**src/design/bspline_basis_weights_unit_defines.svh**
```systemverilog
`ifndef BSPLINE_BASIS_WEIGHTS_UNIT_DEFINES_SVH
`define BSPLINE_BASIS_WEIGHTS_UNIT_DEFINES_SVH

// Checked on the rising clock edge, held off while reset is high.
`define BBW_ASSERT(label, prop, msg) \
  label: assert property (@(posedge clk) disable iff (rst) prop) else $error(msg);

// Checked on the rising clock edge at all times, reset included.
`define BBW_ASSERT_ALWAYS(label, prop, msg) \
  label: assert property (@(posedge clk) prop) else $error(msg);

`endif

```
**src/design/bbw_pkg.sv**
```systemverilog
`timescale 1ns / 1ps

package bbw_pkg;

  localparam int MAX_ORDER_DEF = 6;
  localparam int MAX_KNOTS_DEF = 64;

  localparam int KNOT_W = 32;
  localparam int WGT_W  = 17;
  localparam int SLOT_W = 3;
  localparam int IX_W   = 11;   // signed knot index arithmetic
  localparam int NUM_W  = 48;   // |diff| * basis magnitude
  localparam int TERM_W = NUM_W + 2;

  localparam logic [WGT_W-1:0] ONE_Q16 = WGT_W'(65536);

  localparam logic [1:0] REG_DEGREE      = 2'd0;
  localparam logic [1:0] REG_POINT_COUNT = 2'd1;
  localparam logic [1:0] REG_KNOT_COUNT  = 2'd2;

  localparam logic [2:0] DEGREE_RST      = 3'd3;
  localparam logic [5:0] POINT_COUNT_RST = 6'd4;
  localparam logic [6:0] KNOT_COUNT_RST  = 7'd8;

  typedef enum logic [4:0] {
    ST_IDLE, ST_LO, ST_CHK, ST_HI, ST_INIT, ST_STEP, ST_POS,
    ST_RDA, ST_RDB, ST_RDC, ST_RDD, ST_MUL_A, ST_GO_A, ST_WAIT_A,
    ST_MUL_B, ST_GO_B, ST_WAIT_B, ST_NEXT, ST_EMIT
  } state_t;

  typedef enum logic [4:0] {
    OP_NONE, OP_STORE, OP_BEGIN, OP_LO_CAPTURE, OP_SRCH_READ, OP_SRCH_TEST,
    OP_INIT, OP_STEP_BEGIN, OP_POS_READ, OP_SHIFT, OP_RDA, OP_RDB, OP_RDC,
    OP_RDD, OP_MUL_A, OP_MUL_B, OP_DIV_GO, OP_TERM_A, OP_UPDATE,
    OP_STEP_INC, OP_FINAL, OP_EMIT
  } dp_op_t;

  typedef struct packed {
    dp_op_t op;
  } dp_cmd_t;

  typedef struct packed {
    logic srch_ok;
    logic hit;
    logic pos_active;
    logic pos_last;
    logic step_last;
    logic emit_last;
    logic div_done;
  } dp_status_t;

endpackage

```
**src/design/bbw_ctrl.sv**
```systemverilog
`timescale 1ns / 1ps

module bbw_ctrl (
  input  logic                clk,
  input  logic                rst,
  input  logic                start,
  input  logic                operation,
  output logic                busy,
  output bbw_pkg::dp_cmd_t    cmd,
  input  bbw_pkg::dp_status_t status
);
  import bbw_pkg::*;

  state_t state, state_next;

  always_ff @(posedge clk) begin
    if (rst) state <= ST_IDLE;
    else state <= state_next;
  end

  assign busy = state != ST_IDLE;

  always_comb begin
    state_next = state;
    cmd.op     = OP_NONE;
    case (state)
      ST_IDLE: begin
        if (start) begin
          if (operation) begin
            cmd.op     = OP_BEGIN;
            state_next = ST_LO;
          end else begin
            cmd.op = OP_STORE;
          end
        end
      end
      ST_LO: begin
        cmd.op     = OP_LO_CAPTURE;
        state_next = ST_CHK;
      end
      ST_CHK: begin
        if (status.srch_ok) begin
          cmd.op     = OP_SRCH_READ;
          state_next = ST_HI;
        end else begin
          state_next = ST_INIT;
        end
      end
      ST_HI: begin
        cmd.op     = OP_SRCH_TEST;
        state_next = status.hit ? ST_INIT : ST_CHK;
      end
      ST_INIT: begin
        cmd.op     = OP_INIT;
        state_next = ST_STEP;
      end
      ST_STEP: begin
        cmd.op     = OP_STEP_BEGIN;
        state_next = ST_POS;
      end
      ST_POS: begin
        if (status.pos_active) begin
          cmd.op     = OP_POS_READ;
          state_next = ST_RDA;
        end else begin
          cmd.op     = OP_SHIFT;
          state_next = status.pos_last ? ST_NEXT : ST_POS;
        end
      end
      ST_RDA: begin
        cmd.op     = OP_RDA;
        state_next = ST_RDB;
      end
      ST_RDB: begin
        cmd.op     = OP_RDB;
        state_next = ST_RDC;
      end
      ST_RDC: begin
        cmd.op     = OP_RDC;
        state_next = ST_RDD;
      end
      ST_RDD: begin
        cmd.op     = OP_RDD;
        state_next = ST_MUL_A;
      end
      ST_MUL_A: begin
        cmd.op     = OP_MUL_A;
        state_next = ST_GO_A;
      end
      ST_GO_A: begin
        cmd.op     = OP_DIV_GO;
        state_next = ST_WAIT_A;
      end
      ST_WAIT_A: begin
        if (status.div_done) begin
          cmd.op     = OP_TERM_A;
          state_next = ST_MUL_B;
        end
      end
      ST_MUL_B: begin
        cmd.op     = OP_MUL_B;
        state_next = ST_GO_B;
      end
      ST_GO_B: begin
        cmd.op     = OP_DIV_GO;
        state_next = ST_WAIT_B;
      end
      ST_WAIT_B: begin
        if (status.div_done) begin
          cmd.op     = OP_UPDATE;
          state_next = status.pos_last ? ST_NEXT : ST_POS;
        end
      end
      ST_NEXT: begin
        if (status.step_last) begin
          cmd.op     = OP_FINAL;
          state_next = ST_EMIT;
        end else begin
          cmd.op     = OP_STEP_INC;
          state_next = ST_STEP;
        end
      end
      ST_EMIT: begin
        cmd.op = OP_EMIT;
        if (status.emit_last) state_next = ST_IDLE;
      end
      default: state_next = ST_IDLE;
    endcase
  end

endmodule

```
**config.mk**
```make
export PLATFORM = sky130hd
export DESIGN_NAME = bbw_ctrl
export DESIGN_NICKNAME = d
export VERILOG_FILES = /design/src/design/bspline_basis_weights_unit_defines.svh /design/src/design/bbw_pkg.sv /design/src/design/bbw_ctrl.sv
export SDC_FILE = /design/constraint.sdc
export NUM_CORES = 1
export LEC_CHECK = 0
export ABC_AREA = 1
export BUFFER_PORTS_ARGS = -buffer_cell sky130_fd_sc_hd__buf_2
export CORE_MARGIN = 2
export CORE_UTILIZATION = 44
export CTS_CLUSTER_SIZE = 30
export DETAILED_ROUTE_END_ITERATION = 10
export PLACE_DENSITY_LB_ADDON = 0.2
export SYNTH_ARGS = -nofsm -noshare
export SYNTH_HDL_FRONTEND = slang
export SYNTH_SLANG_ARGS = --single-unit
```
**constraint.sdc**
```tcl
create_clock -name clk -period 2.6 [get_ports clk]
set_clock_uncertainty 0.05 [all_clocks]
set_input_delay 0.26 -clock clk [delete_from_list [all_inputs] [get_ports clk]]
set_output_delay 0.26 -clock clk [all_outputs]
set_load 0.005 [all_outputs]
```
### Yosys cells after proc, flatten, opt, wreduce, memory -nomap -nowiden

Cells that the tools add are included.
Widths: inputs -> output; s select.

* bits in latches: 0
* flip-flop bits (word level): 5
* bits in writable memories: 0
* memories: 0
* memory bits (read-only): 0
* word-level logic and storage cells: 47
* input port bits: 11

* div/mod/pow operators: 0
* multipliers: 0
* bitwise logic cells: 0
* add/sub/neg operators: 0
* shift operators: 0
* magnitude comparators: 0
* multiplexer cells: 19
* eq/ne operators: 23
* reductions and logical operators: 4

Operators by type and width (number)
* $pmux 5 s19: 1
* $pmux 5 s18: 1
* $mux 5: 10
* $eq 5x4->1 const B: 8
* $eq 5x3->1 const B: 4
* $eq 5x5->1 const B: 3
* $mux 3: 4
* $eq 5x2->1 const B: 2
* $ne 2x2->1 const B: 5
* $eq 5x1->1 const B: 1
* $logic_not 5->1: 1
* $reduce_and 5->1: 1
* $reduce_bool 5->1: 1
* $mux 2: 2
* $reduce_or 2->1: 1
* $mux 1: 1

### Longest topological paths before layout

Gate-level depths: netlist of the first run.

* word-level depth: 3
* mapped depth: 10
* mapped depth without buffers: 10

### Least setup slack after synthesis of the first run

Ideal clock, no wire load.

* kind: register to output
* start: reg state[4]
* end: out cmd[0] in the netlist's numbering
* setup slack: 1.135 ns
* arrival time: 1.155 ns
* required time: 2.290 ns
* stages on the path, launching flop included: 7
* cell sequence: dfxtp_1 -> inv_2 -> nand3_1 -> nor2_1 -> or2_1 -> a21oi_1 -> nand4_1

RTL lines
* start: declaration: line bbw_ctrl.sv:14 `state_t state, state_next;`
* start signal: assignment: line bbw_ctrl.sv:18 `else state <= state_next;`
* end: declaration: line bbw_ctrl.sv:9 `output bbw_pkg::dp_cmd_t cmd,`

==> results of run 1 <==
## report_power, final
| part | leakage (nW) | switching (mW) | internal, mW |
|---|---|---|---|
| logic | 0.406 | 0.0494 | 0.0315 |
| clock network | 0.0177 | 0.0319 | 0.0556 |
| registers | 0.0405 | 0.00373 | 0.0796 |
| total | 0.464 | 0.0850 | 0.167 |
## metal layers
layer,global-route usage (%),wire length [µm],vias to the layer above
met3,2.50,136,4
met2,36.2,899,47
met1,28.5,818,393
met5,0,0,-
met4,8.48,26,0
li1,-,-,470
## layout make-up
class	instances	area, µm²
Fill cell	162	667
Multi-Input combinational cell	107	512
Sequential cell	5	100
Inverter	22	82.6
Timing Repair Buffer	16	80.1
Clock buffer	3	22.5
Tap cell	16	20.0
Clock inverter	1	5.00
## worst max-delay path, stage by stage, from the launching register on
cell	delay, ns
dfxtp_1	0.47
inv_2	0.11
nand3_1	0.15
nor2_1	0.09
or2_1	0.25
a21oi_1	0.17
nand4_1	0.11
buf_2	0.14
## cell usage in the layout (no fill, tap or decap), types with 5 or more instances in the layout
cell type,synthesis,routed
nor2_1,24,24
inv_1,17,17
a21oi_1,7,7
nand2_1,35,35
nand3_1,12,12
dfxtp_1,5,5
inv_2,5,5
nor2_2,7,7
buf_2,0,16
## final timing paths
path	endpoint	slack, ns	cells past startpoint
worst max-delay path	cmd[0]	0.55	7
worst min-delay path	state[0]	0.19	2
worst max register to register	state[1]	1.09	8
worst min register to register	state[4]	0.56	2
## kinds of logic (layout without fill, tap and decap cells)
group / count (synthesis) / after routing / share of synthesized area [%]
AO/OA/AOI/OAI: 13 / 13 / 11.2
buffers and inverters: 22 / 42 / 11.9
flip-flops: 5 / 5 / 14.4
AND/OR/NAND/NOR: 94 / 94 / 62.5
==> run_results.csv, run 1 <==
group,metric,value,unit
outcome,outcome,"completed",
placed_design,place.gp.congestion,0.966,
clock_tree,cts_made_buffers,3,
clock_tree,path_clk_slew,0.05,ns
logic_synthesis,ys_top_cells_by_count,"35 x nand2_1, 24 x nor2_1, 17 x inv_1, 12 x nand3_1",
clock_tree,cts_resized,0,
logic_synthesis,avgSynthCellArea,5.18,µm²
logic_synthesis,ys_dominant_reg_cell,"dfxtp_1",
clock_tree,tritoncts,"yes",
setup_path,worstSetupEndpointType,"output pin",
clock_tree,cts_setup_buffers,0,
power,p_total,0.252,mW
logic_synthesis,async_flop_share,0,%
logic_synthesis,synth_area_leader_cell,"nand2_1",
clock_tree,clockBufferDepth,2,
floorplan,dieArea,0.00191,mm²
placed_design,place_hpwl,1630,µm
floorplan,initial_core_util,46.6,%
min_path,hold_class,"input port to flip-flop",
sta,rsz0062_at_grt,"no",
final_layout,finish.instance_area,822,µm²
logic_synthesis,synth_edf_count,0,
power,power_density,306,mW/mm²
sta,tightest_slew,0.303,ns
placed_design,placedCellCount,166,
clock_tree,cts_hold_buf,0,
logic_synthesis,yosysMostFrequentCell,"nand2_1",
placed_design,dpl_cell_area,795,µm²
logic_synthesis,synth_area,694,µm²
placed_design,preCtsSetupSlack,0.873,ns
clock_tree,clock_latency,0.24,ns
logic_synthesis,yosys-top-cells-area,"nand2_1 19%, dfxtp_1 14%, nor2_1 13%",
final_layout,largestRegisters,"state: 5 flops",
global_route,globalRouteTotalUtil,21.8,%
final_layout,areaGrowthSynthToFinish,18.4,%
setup_path,crit_arrival,1.74,ns
final_layout,final_core_util,55.2,%
clock_tree,clkSinkCount,5,
detailed_routing,wl,1880,µm
setup_path,r2r-start,"state[1]",
sta,fin_crit_sh,78.8,%
sta,slew_viol_final,0,
global_route,grt_max_degree,8,
detailed_routing,dr.pass1.iters,4,
detailed_routing,first_iter_violations,39,
logic_synthesis,synth.ff_latch_count,5,
floorplan,core_area,0.00149,mm²
final_layout,top_register,"state",
sta,whs,0.189,ns
detailed_routing,drt.antenna.violating_nets,0,
sta,finalSetupViolCount,0,
clock_tree,clockRootBuffer,"clkbuf_4",
final_layout,largest_register_ffs,5,
sta,fin_setup_tns,0,ns
detailed_routing,vias,914,
sta,max_freq,488,MHz
power,p_leak,0.464,nW
setup_path,worst_setup_path_start_kind,"flip-flop",
logic_synthesis,synth_top_area_share,18.9,%
logic_synthesis,synth_cells,134,
sta,hold_violations,0,
job,maxCapViolations,0,
setup_path,cp_max_fo,6,
sta,fin_crit,2.05,ns
final_layout,instances_no_fill,170,
power,ir_drop,0.278,mV
logic_synthesis,ys_types,20,
sta,timing.slew.headroom,79.7,%
final_layout,nNetsFinal,166,
logic_synthesis,synth_nets,145,
detailed_routing,drcViolationCount,0,
logic_synthesis,synth_warnings,0,
final_layout,insertedDiodeCount,0,
min_path,worstHoldStart,"rst",
final_layout,drive_above_1_share,24.7,%
floorplan,fp.dieW,43.7,µm
setup_path,setup.worst_path.start,"state[4]",
placed_design,io_buffers,16,
floorplan,fp.dieH,43.7,µm
floorplan,num_rows,14,
detailed_routing,wl_per_cell,11.1,µm
setup_path,critPathRequiredTime,2.29,ns
detailed_routing,vias_per_cell,5.38,
setup_path,path_class,"flip-flop to output pin",
sta,finalWorstSetupSlack,0.552,ns
global_route,antenna_found_initial,0,
clock_tree,cts-htree-levels,1,
global_route,grt_pass1_wl,3110,µm
global_route,grt_pass1_vias,768,
logic_synthesis,synth_seq_area_share,14.4,%
global_route,gr-total-overflow,0,
floorplan,ioPinCount,17,
Note: power is estimated with default switching activity, not from simulation.
==> run 2, diff against run 1 <==
--- a/config.mk
+++ b/config.mk
@@ -5,7 +5,7 @@
 export SDC_FILE = /design/constraint.sdc
 export NUM_CORES = 1
 export LEC_CHECK = 0
-export ABC_AREA = 1
+export ABC_AREA = 0
 export BUFFER_PORTS_ARGS = -buffer_cell sky130_fd_sc_hd__buf_2
 export CORE_MARGIN = 2
 export CORE_UTILIZATION = 44
==> constraint.sdc (replaced) <==
create_clock -name clk -period 2.1 [get_ports clk]
set_clock_uncertainty 0.05 [all_clocks]
set_input_delay 0.21 -clock clk [delete_from_list [all_inputs] [get_ports clk]]
set_output_delay 0.21 -clock clk [all_outputs]
set_load 0.005 [all_outputs]
==> run_results.csv, run 2 <==
group,metric,value,unit
final_layout,seqCellArea,101,µm²
final_layout,insertedDiodeCount,0,
final_layout,nNetsFinal,144,
setup_path,path_delay_family,"flip-flops",
placed_design,place_hpwl,1690,µm
detailed_routing,drcViolationCount,0,
sta,tightest_slew,0.432,ns
sta,rsz0062_at_grt,"no",
logic_synthesis,ys_dominant_reg_cell,"dfxtp_1",
placed_design,place.gp.congestion,0.922,
detailed_routing,wl_per_cell,14.9,µm
logic_synthesis,ys_types,51,
final_layout,layout_commonest_cell,"buf_2",
logic_synthesis,async_flop_share,0,%
final_layout,areaGrowthSynthToFinish,18.1,%
logic_synthesis,synth_area,781,µm²
floorplan,initial_core_util,46.2,%
setup_path,crit_arrival,1.70,ns
setup_path,cp_cell_sequence,"buf_4 -> or2_1 -> nor4_2 -> a31oi_1 -> o221ai_1 -> buf_2",
detailed_routing,vias,948,
floorplan,core_area,0.00169,mm²
floorplan,fp.dieH,46.1,µm
final_layout,layout_common_cells,"16 x buf_2, 8 x o21ai_0, 8 x buf_4",
global_route,grt_pass1_wl,3370,µm
clock_tree,path_clk_slew,0.04,ns
clock_tree,cts_made_buffers,3,
floorplan,fp.dieW,46.1,µm
setup_path,critPathRequiredTime,1.84,ns
logic_synthesis,synth_nets,126,
final_layout,top_register,"state",
detailed_routing,first_iter_violations,60,
setup_path,path_class,"flip-flop to output pin",
final_layout,largestRegisters,"state: 5 flops",
logic_synthesis,synth_area_leader_cell,"dfxtp_1",
setup_path,worst_setup_path_start_kind,"flip-flop",
setup_path,worstSetupEndpointType,"output pin",
clock_tree,clkSinkCount,5,
sta,max_freq,509,MHz
global_route,globalRouteTotalUtil,21.6,%
clock_tree,cts-htree-levels,1,
sta,fin_crit,1.96,ns
power,ir_drop,0.629,mV
logic_synthesis,synth.ff_latch_count,5,
final_layout,drive_above_1_share,28.0,%
sta,slew_viol_final,0,
setup_path,slowest_delay,0.45,ns
logic_synthesis,synth_cells,115,
min_path,hold_class,"input port to flip-flop",
global_route,grt_max_degree,17,
final_layout,fill_cells,176,
power,p_leak,0.370,nW
setup_path,cp_slowest_cell,"dfxtp_1",
clock_tree,clockRootBuffer,"clkbuf_4",
placed_design,dpl_cell_area,888,µm²
job,maxCapViolations,0,
placed_design,io_buffers,16,
logic_synthesis,yosys-top-cells-area,"dfxtp_1 13%, o21ai_0 5.1%, nand2b_1 4.0%",
final_layout,largest_register_ffs,5,
sta,finalSetupViolCount,0,
power,power_density,1190,mW/mm²
clock_tree,clock_latency,0.25,ns
setup_path,cp_max_fo,13,
sta,whs,0.140,ns
logic_synthesis,yosysMostFrequentCell,"o21ai_0",
global_route,grt_pass1_vias,782,
detailed_routing,drt.antenna.violating_nets,0,
logic_synthesis,avgSynthCellArea,6.79,µm²
final_layout,multi_input_area,603,µm²
sta,fin_crit_sh,93.6,%
sta,timing.slew.headroom,71.2,%
outcome,outcome,"completed",
global_route,antenna_found_initial,0,
sta,fin_setup_tns,0,ns
clock_tree,clockBufferDepth,2,
logic_synthesis,ys_top_cells_by_count,"8 x o21ai_0, 7 x clkbuf_1, 7 x nand2_1, 7 x nor2_1",
clock_tree,cts_hold_buf,0,
clock_tree,tritoncts,"yes",
detailed_routing,dr.pass1.iters,4,
detailed_routing,vias_per_cell,6.36,
final_layout,finish.instance_area,922,µm²
floorplan,dieArea,0.00213,mm²
floorplan,num_rows,15,
setup_path,critPathBufInv,2,
detailed_routing,wl,2220,µm
logic_synthesis,synth_seq_area_share,12.8,%
global_route,gr-total-overflow,0,
logic_synthesis,synth_top_area_share,12.8,%
logic_synthesis,synth_edf_count,0,
setup_path,worst-r2r-setup-slack,0.26,ns
sta,hold_violations,0,
floorplan,ioPinCount,17,
logic_synthesis,synth_warnings,0,
==> run 2: final cells by class <==
cell class | count | share of cell area (%)
clock buffers | 4 | 2.85
inverters | 8 | 3.26
multi-input cells | 91 | 65.4
flip-flops and latches | 5 | 11.0
well taps | 17 | 2.31
repair buffers | 24 | 15.2
==> run 2: worst paths after layout <==
| path | from | endpoint | cells past startpoint |
|---|---|---|---|
| min reg2reg | state[4] | state[3] | 1 |
| max | state[4] | cmd[0] | 6 |
| max reg2reg | state[4] | state[1] | 4 |
| min | rst | state[4] | 2 |
==> run 2: kinds of logic after synthesis <==
logic type / share of synthesized area (%)
AND/OR/NAND/NOR: 35.6
flip-flops: 12.8
buffers and inverters: 10.7
multiplexers: 1.28
XOR/XNOR: 2.24
AO/OA/AOI/OAI: 37.3
==> run 2: power by group <==
group | switching (mW) | internal (mW) | leakage [nW] | total (mW)
registers | 0.0763 | 0.124 | 0.0413 | 0.201
logic | 0.405 | 0.373 | 0.314 | 0.778
clock network | 0.0425 | 0.0720 | 0.0150 | 0.114
==> run 2: through the flow <==
step	power, mW	instances	setup WS, ns	util, %
final	1.09	149	0.135	54.6
after global routing	1.18	149	0.0341	54.6
after CTS	1.08	149	0.0658	54.1
after detailed placement	0.966	145	0.287	52.6
after global placement	0.960	145	0.289	52.6
after floorplan	0.764	115	0.405	-
==> run 2: per-layer routing <==
metal	GRT usage, %	share of wire (%)	vias up
met5	0	0	-
met1	28.3	43	443
met3	2.35	6.7	0
li1	-	-	475
met2	37.5	50	30
met4	5.14	0	0
==> run 2: timing repair <==
action,in CTS,in global routing
gates resized for setup,0,2
setup endpoints to repair,0,2
setup buffers,0,0
endpoints found under the hold margin,0,0
==> run 3, diff against run 2 <==
--- a/config.mk
+++ b/config.mk
@@ -6,11 +6,11 @@
 export NUM_CORES = 1
 export LEC_CHECK = 0
 export ABC_AREA = 0
-export BUFFER_PORTS_ARGS = -buffer_cell sky130_fd_sc_hd__buf_2
 export CORE_MARGIN = 2
 export CORE_UTILIZATION = 44
 export CTS_CLUSTER_SIZE = 30
 export DETAILED_ROUTE_END_ITERATION = 10
+export DONT_BUFFER_PORTS = 1
 export PLACE_DENSITY_LB_ADDON = 0.2
 export SYNTH_ARGS = -nofsm -noshare
 export SYNTH_HDL_FRONTEND = slang
==> run_results.csv, run 3 (synthesis gave the netlist of run 2 again) <==
group,metric,value,unit
sta,finalWorstSetupSlack,0.189,ns
detailed_routing,drt.antenna.violating_nets,0,
final_layout,drive_above_1_share,15.8,%
clock_tree,path_clk_slew,0.05,ns
setup_path,worst_setup_path_start_kind,"flip-flop",
setup_path,worst-r2r-setup-slack,0.23,ns
sta,whs,0.00688,ns
floorplan,fp.dieW,46.1,µm
global_route,globalRouteTotalUtil,22.4,%
floorplan,num_rows,15,
setup_path,slowest_delay,0.42,ns
sta,finalSetupViolCount,0,
power,p_leak,0.289,nW
detailed_routing,wl_per_cell,16.4,µm
clock_tree,clockBufferDepth,2,
global_route,antenna_found_initial,0,
clock_tree,clockRootBuffer,"clkbuf_4",
sta,fin_crit_sh,91.0,%
setup_path,rr_worst_depth,4,
setup_path,r2r-start,"state[4]",
sta,tightest_slew,0.359,ns
final_layout,areaGrowthSynthToFinish,5.61,%
global_route,grt_max_degree,19,
placed_design,dpl_cell_area,786,µm²
setup_path,cp_max_fo,12,
setup_path,crit_arrival,1.65,ns
final_layout,finish.instance_area,825,µm²
floorplan,ioPinCount,17,
global_route,gr-total-overflow,0,
final_layout,final_core_util,48.8,%
power,clkPwrFrac,11.5,%
placed_design,place_hpwl,1580,µm
final_layout,layout_common_cells,"8 x o21ai_0, 7 x nor2_1, 7 x nand2_1",
power,comb_power_share,66.3,%
power,switching_power,0.502,mW
job,maxCapViolations,0,
placed_design,io_buffers,0,
final_layout,layout_commonest_cell,"o21ai_0",
placed_design,preCtsSetupSlack,0.240,ns
clock_tree,tritoncts,"yes",
detailed_routing,first_iter_violations,43,
placed_design,placedCellCount,126,
power,ir_drop,0.482,mV
sta,timing.slew.headroom,75.7,%
detailed_routing,wl,2150,µm
setup_path,worstSetupEndpointType,"output pin",
final_layout,fill_cells,184,
clock_tree,clkSinkCount,5,
min_path,hold_class,"input port to flip-flop",
min_path,hold_path_end,"state[0]",
final_layout,seqCellArea,103,µm²
min_path,worstHoldStart,"rst",
power,p_int,0.503,mW
sta,fin_setup_tns,0,ns
clock_tree,cts-htree-levels,1,
sta,hold_violations,0,
setup_path,cp_slowest_cell,"dfxtp_1",
setup_path,critPathBufInv,1,
final_layout,nNetsFinal,126,
detailed_routing,dr.pass1.iters,4,
outcome,outcome,"completed",
detailed_routing,vias,878,
power,power_density,1220,mW/mm²
final_layout,insertedDiodeCount,0,
detailed_routing,drcViolationCount,0,
final_layout,instances_no_fill,131,
placed_design,place.gp.congestion,0.827,
global_route,grt_pass1_vias,788,
detailed_routing,vias_per_cell,6.70,
setup_path,path_delay_family,"simple AND/OR/NAND/NOR gates",
global_route,grt_pass1_wl,3580,µm
final_layout,top_register,"state",
final_layout,multi_input_area,597,µm²
clock_tree,cts_made_buffers,3,
floorplan,fp.dieH,46.1,µm
sta,max_freq,523,MHz
sta,fin_crit,1.91,ns
setup_path,r2r_end,"state[1]",
sta,slew_viol_final,0,
final_layout,largest_register_ffs,5,
setup_path,path_class,"flip-flop to output pin",
floorplan,initial_core_util,46.2,%
final_layout,largestRegisters,"state: 5 flops",
clock_tree,clock_latency,0.24,ns
sta,rsz0062_at_grt,"no",
setup_path,cp_cell_sequence,"buf_4 -> nor2_1 -> and2_1 -> nand2_1 -> o221ai_1",
power,power_frac_seq,22.2,%
floorplan,core_area,0.00169,mm²
power,swShare,49.9,%
floorplan,dieArea,0.00213,mm²
power,p_total,1.01,mW
min_path,whs_path_depth,1,
setup_path,critPathRequiredTime,1.84,ns
[run 3: changes by cell type in the layout (fill, tap and decap cells not counted)]
cell / change
dlygate4sd3_1: +1
buf_2: -16
dfxtp_2: +1
nor4_2: -1
dfxtp_1: -1
buf_4: -3
nor4_1: +1
[run 3: layout make-up]
class / instances / share of cell area [%]
clock buffers: 4 / 3.19
inverters: 8 / 3.64
multi-input cells: 91 / 72.4
flip-flops and latches: 5 / 12.4
well taps: 17 / 2.58
repair buffers: 6 / 5.77
[run 3: worst max-delay path by stage]
stage                     to  cells past startpoint     start  slack [ns]
floorplan           state[4]                      5  state[3]        0.41
global placement    state[1]                      4  state[4]        0.25
detailed placement  state[1]                      4  state[4]        0.24
CTS                   cmd[2]                      4  state[0]        0.12
global route          cmd[0]                      5  state[2]        0.07
finish                cmd[0]                      5  state[2]        0.19
[run 3: per-layer routing]
metal | GRT usage, % | vias up | share of wire (%) | wire length, µm
met5 | 0 | - | 0 | 0
met4 | 6.86 | 0 | 0.37 | 8
met3 | 0.392 | 2 | 5.8 | 125
met2 | 32.8 | 32 | 48 | 1030
met1 | 35.1 | 409 | 46 | 979
li1 | - | 435 | - | -
[run 3: repair_timing]
action | in CTS | in global routing
endpoints found under the hold margin | 4 | 0
hold buffers | 1 | 0
endpoints found under the setup margin | 0 | 2
gates resized for setup | 0 | 2
buffers inserted | 0 | 0
[run 3: power groups by stage]
| stage | registers (mW) | logic [mW] | clock network (mW) |
|---|---|---|---|
| 4_1_cts | 0.217 | 0.661 | 0.121 |
| 2_1_floorplan | 0.136 | 0.628 | 0 |
| 6_report | 0.223 | 0.667 | 0.115 |
| 5_1_grt | 0.237 | 0.734 | 0.123 |
| 3_3_place_gp | 0.217 | 0.652 | 0 |
| 3_5_place_dp | 0.217 | 0.657 | 0 |
